[src/sv/icc_pkg.sv]
package icc_pkg;

    localparam int SourceCountDefault = 32;

    // opcodes
    localparam logic [1:0] OP_UPDATE = 2'd0;
    localparam logic [1:0] OP_READ   = 2'd1;
    localparam logic [1:0] OP_WRITE  = 2'd2;

    // register map, word addresses
    localparam logic [19:0] ADDR_PENDING   = 20'h00400;
    localparam logic [19:0] ADDR_ENABLE    = 20'h00800;
    localparam logic [19:0] ADDR_THRESHOLD = 20'h80000;
    localparam logic [19:0] ADDR_CLAIM     = 20'h80001;

    // one accepted item as held in the input register
    typedef struct packed {
        logic [1:0]  opcode;
        logic [19:0] word_address;
        logic [31:0] write_data;
        logic [31:0] active_lines;
    } item_t;

endpackage

[src/sv/icc_in_reg.sv]
module icc_in_reg (
    input  logic          clk,
    input  logic          rst_n,
    input  logic          in_valid,
    output logic          in_stall,
    input  icc_pkg::item_t in_item,
    input  logic          take,
    output logic          item_valid,
    output icc_pkg::item_t item
);

    logic           valid_reg;
    logic           valid_next;
    icc_pkg::item_t item_reg;
    logic           accept;

    assign in_stall   = valid_reg && !take;
    assign accept     = in_valid && !in_stall;
    assign item_valid = valid_reg;
    assign item       = item_reg;

    always_comb
    begin
        valid_next = valid_reg;
        if (accept)
        begin
            valid_next = 1'b1;
        end
        else if (take)
        begin
            valid_next = 1'b0;
        end
    end

    always_ff @(posedge clk or negedge rst_n)
    begin
        if (!rst_n)
        begin
            valid_reg <= 1'b0;
        end
        else
        begin
            valid_reg <= valid_next;
        end
    end

    // payload, no reset
    always_ff @(posedge clk)
    begin
        if (accept)
        begin
            item_reg <= in_item;
        end
    end

endmodule

[src/sv/icc_prio_enc.sv]
module icc_prio_enc #(
    parameter int SOURCE_COUNT = icc_pkg::SourceCountDefault,
    localparam int IdW = (SOURCE_COUNT > 1) ? $clog2(SOURCE_COUNT) : 1
) (
    input  logic [SOURCE_COUNT-1:0] cand,
    output logic                    found,
    output logic [IdW-1:0]          id
);

    // highest set bit wins
    always_comb
    begin
        id = '0;
        for (int i = 0; i < SOURCE_COUNT; i++)
        begin
            if (cand[i])
            begin
                id = IdW'(i);
            end
        end
    end

    assign found = |cand;

endmodule

[src/sv/icc_core.sv]
module icc_core #(
    parameter int SOURCE_COUNT = icc_pkg::SourceCountDefault,
    localparam int IdW = (SOURCE_COUNT > 1) ? $clog2(SOURCE_COUNT) : 1
) (
    input  logic           clk,
    input  logic           rst_n,
    input  logic           item_valid,
    input  icc_pkg::item_t item,
    output logic           take,
    output logic           out_valid,
    input  logic           out_stall,
    output logic [31:0]    read_data,
    output logic           external_interrupt
);

    localparam logic [SOURCE_COUNT-1:0] OneHot0 = {{(SOURCE_COUNT-1){1'b0}}, 1'b1};

    logic [SOURCE_COUNT-1:0] pend_reg, pend_next;
    logic [SOURCE_COUNT-1:0] en_reg, en_next;
    logic [SOURCE_COUNT-1:0] insvc_reg, insvc_next;
    logic                    irq_reg, irq_next;
    logic                    out_valid_reg, out_valid_next;
    logic [31:0]             rdata_reg, rdata_next;

    logic [SOURCE_COUNT-1:0] lines;
    logic [SOURCE_COUNT-1:0] cand;
    logic                    claim_found;
    logic [IdW-1:0]          claim_id;
    logic [IdW-1:0]          done_id;
    logic                    done_ok;

    assign take  = item_valid && (!out_valid_reg || !out_stall);
    assign lines = item.active_lines[SOURCE_COUNT-1:0];
    assign cand  = pend_reg & en_reg;

    icc_prio_enc #(
        .SOURCE_COUNT(SOURCE_COUNT)
    ) u_prio_enc (
        .cand (cand),
        .found(claim_found),
        .id   (claim_id)
    );

    // completion: ids beyond the source range are dropped
    assign done_id = item.write_data[IdW-1:0];
    assign done_ok = (item.write_data < 32'(SOURCE_COUNT)) && en_reg[done_id];

    always_comb
    begin
        pend_next  = pend_reg;
        en_next    = en_reg;
        insvc_next = insvc_reg;
        irq_next   = irq_reg;
        rdata_next = '0;
        case (item.opcode)
            icc_pkg::OP_UPDATE:
            begin
                pend_next  = pend_reg | (lines & ~insvc_reg);
                insvc_next = insvc_reg | lines;
                irq_next   = |(pend_next & en_reg);
            end
            icc_pkg::OP_READ:
            begin
                case (item.word_address)
                    icc_pkg::ADDR_PENDING: rdata_next = 32'(pend_reg);
                    icc_pkg::ADDR_ENABLE:  rdata_next = 32'(en_reg);
                    icc_pkg::ADDR_CLAIM:
                    begin
                        if (claim_found)
                        begin
                            rdata_next = 32'(claim_id);
                            pend_next  = pend_reg & ~(OneHot0 << claim_id);
                        end
                    end
                    default: rdata_next = '0;
                endcase
            end
            icc_pkg::OP_WRITE:
            begin
                case (item.word_address)
                    icc_pkg::ADDR_ENABLE:
                    begin
                        en_next = item.write_data[SOURCE_COUNT-1:0] & ~OneHot0;
                    end
                    icc_pkg::ADDR_CLAIM:
                    begin
                        if (done_ok)
                        begin
                            insvc_next = insvc_reg & ~(OneHot0 << done_id);
                        end
                    end
                    default: ;
                endcase
            end
            default: ;
        endcase
    end

    always_comb
    begin
        out_valid_next = out_valid_reg;
        if (take)
        begin
            out_valid_next = 1'b1;
        end
        else if (!out_stall)
        begin
            out_valid_next = 1'b0;
        end
    end

    always_ff @(posedge clk or negedge rst_n)
    begin
        if (!rst_n)
        begin
            pend_reg      <= '0;
            en_reg        <= '0;
            insvc_reg     <= '0;
            irq_reg       <= 1'b0;
            out_valid_reg <= 1'b0;
        end
        else
        begin
            out_valid_reg <= out_valid_next;
            if (take)
            begin
                pend_reg  <= pend_next;
                en_reg    <= en_next;
                insvc_reg <= insvc_next;
                irq_reg   <= irq_next;
            end
        end
    end

    always_ff @(posedge clk)
    begin
        if (take)
        begin
            rdata_reg <= rdata_next;
        end
    end

    assign out_valid          = out_valid_reg;
    assign read_data          = rdata_reg;
    assign external_interrupt = irq_reg;

endmodule

[src/sv/interrupt_controller_claim_complete_top.sv]
// Claim/complete interrupt controller for up to 32 sources, one target, no
// priorities. Each item is an update (latch active_lines into pending for
// sources not in service, then mark them in service and recompute the
// interrupt), a read (pending at 0x400, enable at 0x800, threshold and
// priorities read 0, claim at 0x80001 returns and clears the highest enabled
// pending source) or a write (enable at 0x800 with source 0 forced off,
// completion at 0x80001 of an enabled source). Every item gives exactly one
// result item. Timing: an item is taken into the input register, and when
// the result register is free or being emptied, its state update and result
// are done in one pass into the result register; one item per cycle is
// sustained, limited only by out_stall. external_interrupt moves only
// together with the result of an update item.
module interrupt_controller_claim_complete_top #(
    parameter int SOURCE_COUNT = icc_pkg::SourceCountDefault
) (
    input  logic        clk,
    input  logic        rst_n,
    // input item channel
    input  logic        in_valid,
    output logic        in_stall,
    input  logic [1:0]  opcode,
    input  logic [19:0] word_address,
    input  logic [31:0] write_data,
    input  logic [31:0] active_lines,
    // result item channel
    output logic        out_valid,
    input  logic        out_stall,
    output logic [31:0] read_data,
    output logic        external_interrupt
);

    icc_pkg::item_t in_item;
    icc_pkg::item_t item;
    logic           item_valid;
    logic           take;

    always_comb
    begin
        in_item.opcode       = opcode;
        in_item.word_address = word_address;
        in_item.write_data   = write_data;
        in_item.active_lines = active_lines;
    end

    // input register: holds one item while the result register is stalled
    icc_in_reg u_in_reg (
        .clk       (clk),
        .rst_n     (rst_n),
        .in_valid  (in_valid),
        .in_stall  (in_stall),
        .in_item   (in_item),
        .take      (take),
        .item_valid(item_valid),
        .item      (item)
    );

    // controller state, operation decode and result register
    icc_core #(
        .SOURCE_COUNT(SOURCE_COUNT)
    ) u_core (
        .clk               (clk),
        .rst_n             (rst_n),
        .item_valid        (item_valid),
        .item              (item),
        .take              (take),
        .out_valid         (out_valid),
        .out_stall         (out_stall),
        .read_data         (read_data),
        .external_interrupt(external_interrupt)
    );

endmodule

[config.mk]
export PLATFORM = sky130hd
export DESIGN_NAME = interrupt_controller_claim_complete_top
export DESIGN_NICKNAME = d
export VERILOG_FILES = /design/src/sv/icc_pkg.sv /design/src/sv/icc_in_reg.sv /design/src/sv/icc_prio_enc.sv /design/src/sv/icc_core.sv /design/src/sv/interrupt_controller_claim_complete_top.sv
export SDC_FILE = /design/constraint.sdc
export NUM_CORES = 1
export LEC_CHECK = 0
export BUFFER_PORTS_ARGS = -buffer_cell sky130_fd_sc_hd__buf_2
export CAP_MARGIN = 10
export CORE_MARGIN = 5
export CORE_UTILIZATION = 45
export CTS_CLUSTER_SIZE = 20
export DETAILED_ROUTE_END_ITERATION = 7
export PLACE_DENSITY = 0.66
export SETUP_SLACK_MARGIN = 0.05
export SLEW_MARGIN = 20
export SYNTH_ARGS = -nofsm -noshare
export SYNTH_HDL_FRONTEND = slang
export SYNTH_SLANG_ARGS = --single-unit
[constraint.sdc]
create_clock -name clk -period 9.1 [get_ports clk]
set_clock_uncertainty 0.2 [all_clocks]
set_input_delay 1.365 -clock clk [delete_from_list [all_inputs] [get_ports clk]]
set_output_delay 1.365 -clock clk [all_outputs]
set_load 0.05 [all_outputs]
==> run metrics <==
Worst Tran Pin Value=between 1 and 1.5 ns; initial antenna violation count=0; Post-Syn Area=9320 um2; Multi-input gate area=3080 um2; max FFs per register=86; r2r startpoint=u_core.en_reg[31]; TritonCTS clock tree=yes; Ys Warns=0; Clock Sink Count=between 200 and 250; hold path depth=1; diode count=0; Core ar.=between 20000 and 25000 um2; Hold-fix buffers, CTS=0; R2R Setup Slk=6.10 ns; TritonCTS buffer count=24; Setup violations, final=0; Clock Path Buffers=3; Hold Crit Endpoint=u_core.pend_reg[0]; RSZ-0062 raised after global routing=no; Die X=about 150 um; Tcrit/Tclk final=0.378; maximum number of pins on one net before global-route repair=87; flops & latches, synth=216; GP Congestion=approximately 1; CTS clk-pin slew, worst paths=0.06 ns; Arr. time, crit path=about 1.9 ns; Root Buffer Master=clkbuf_16; post-layout min period=roughly 3.4 ns; Skew-Pair Late Insertion Delay=a little over 0.5 ns; io pins=125; # Max-Cap Violations=0; worst-path fanout max=3; Slew HR=0.212; fin nets=slightly below 1000; crit start category=primary input; library cells used by synthesis=51; post-CTS setup buffer count=0; I/O Buffers=124; VDD IR max=0.162 mV; number of iterations in the first detailed-routing pass=7; Area Growth Syn to Fin=18.9%; H-Tree Depth=1; via count=7100; Synth Net Count=856; total gr overflow=0; synthesized instance count=between 700 and 800; placed cells=1140; CP Class=primary input to output pin; class of the tightest hold or removal check=flip-flop to flip-flop; setup TNS=0 ns; detail-routed via count per cell=5.99; hold_sp=u_core.insvc_reg[0]; CP Capture Type=output pin; ys async rst share=0.454; CP Data Required Time=approximately 7.5 ns; Max Clock Freq=a little under 300 MHz; Slew Limit Fails=0; Die Height=154 um; status=finished, final reports clean; first-pass GRT wire length=40800 um; EDFF count, synth=approximately 120; register area=~6000 um2; Wirelength per Cell=22.7 um; Initial Util=0.459; pwr dens=233 nW/um2; Layout Cells excl Fill=1185; CTS resizes=0; R2R Path End=u_core.pend_reg[7]; post-synthesis sequential area ratio=0.644; share of cells above drive strength 1=0.234; DRT antenna net count=0; vias in the first global route=6864; Worst Reg-to-Reg Cells=6; syn avg cell area=~12 um2; top_reg_cell synth=edfxtp_1; total track usage=0.223; initial DRC count=799; die area=roughly 24000 um2; final hold vios=0; Static Leakage=0.00441 uW; final WL=26900 um; number of fill cells in the layout=1763; Residual DRC=0; DPL Wire Length=roughly 19000 um; cell row count=52
==> metrics by stage <==
step	setup slack [ns]	total power [uW]	util	cell area, um2	hold slack, ns
after global placement	5.56	1640	0.506	10300	0.233
after global routing	5.61	2680	0.545	11100	0.281
after CTS	5.66	2590	0.545	11100	0.247
final	5.66	2580	0.545	11100	0.244
after detailed placement	5.47	1640	0.506	10300	0.238
after floorplan	4.95	1480	-	9320	0.220
==> layout make-up <==
class	count	share of cell area
Sequential cell	216	0.541
Clock inverter	11	0.00746
Timing Repair Buffer	135	0.0647
Tap cell	270	0.0305
Inverter	45	0.0153
Clock buffer	33	0.0628
Multi-Input combinational cell	475	0.278
==> report_power, final <==
part | internal, uW | switching (uW) | leakage, uW
clock network | 562 | 378 | 0.000393
registers | 1140 | 129 | 0.00222
logic | 126 | 237 | 0.00179
total | 1830 | 744 | 0.00441
==> cell families after synthesis <==
kind of cell	Yosys count	synth area share
buf+inv	75	0.0314
simple gates	184	0.107
mux	29	0.0435
flops	216	0.644
compound gates	262	0.175
==> worst max-delay path, cell delays in order <==
cell and delay [ns]:
buf_2 0.09, nand3_1 0.10, inv_1 0.07, buf_2 0.25
==> layout by cell type, fill, tap and decap left out, types with 8 or more instances in the layout <==
master	synthesis	layout
o2111ai_1	8	8
clkbuf_16	0	25
nand3_1	13	13
nand2_1	42	42
clkinv_2	0	8
inv_1	45	45
and2_1	10	9
mux2_2	22	22
o21ai_0	37	37
buf_4	2	10
nor4_1	13	13
nor2b_1	30	30
edfxtp_1	118	118
dfrtp_1	98	98
a22oi_1	39	39
a21oi_1	84	84
buf_2	3	123
nor2_1	43	43
a31oi_1	63	63
==> synthesized netlist by cell type, types with 2 or more instances <==
library cell  count  area share
or4_1             3      0.0024
a31oi_1          63       0.042
or4_4             2      0.0024
buf_2             3      0.0016
or3_1             3      0.0020
a21oi_1          84       0.045
nand4_1           2      0.0013
buf_4             2      0.0016
nand2b_1          3      0.0020
a22oi_1          39       0.031
nor4_2            2      0.0027
o2111ai_1         8      0.0075
a222oi_1          5      0.0054
nor4b_1           2      0.0019
nor3_1            3      0.0016
o21ai_0          37       0.020
and3_1            3      0.0020
o211ai_1          2      0.0016
nor4b_2           2      0.0032
inv_1            45       0.018
and2_1           10      0.0067
clkbuf_1         19      0.0077
nand3_1          13      0.0070
a32oi_1           3      0.0028
a22o_1            6      0.0056
nand2_1          42       0.017
nor2_1           43       0.017
mux2_2           22       0.027
nor4_1           13      0.0087
o21a_1            2      0.0016
o31ai_1           4      0.0032
nor3b_1           3      0.0024
buf_1             6      0.0024
nor2b_1          30       0.020
mux4_2            7       0.017
dfrtp_1          98        0.26
edfxtp_1        118        0.38
==> worst max path at each step <==
stage | from | end | slack [ns]
final | out_stall | in_stall | 5.66
after CTS | out_stall | in_stall | 5.66
after global routing | out_stall | in_stall | 5.61
after floorplan | out_stall | u_in_reg.item[0] | 4.95
after global placement | out_stall | u_core.pend_reg[7] | 5.56
after detailed placement | out_stall | u_core.pend_reg[31] | 5.47
==> layer usage <==
metal / part of all wire / global-route usage / wire, um / vias up
met5: 0 / 0 / 0 / -
met4: 0.045 / 0.0816 / 1200 / 0
li1: - / - / - / 3210
met2: 0.45 / 0.345 / 12200 / 382
met1: 0.40 / 0.299 / 10600 / 3421
met3: 0.11 / 0.0675 / 2860 / 87
(Power assumes the default switching activity.)
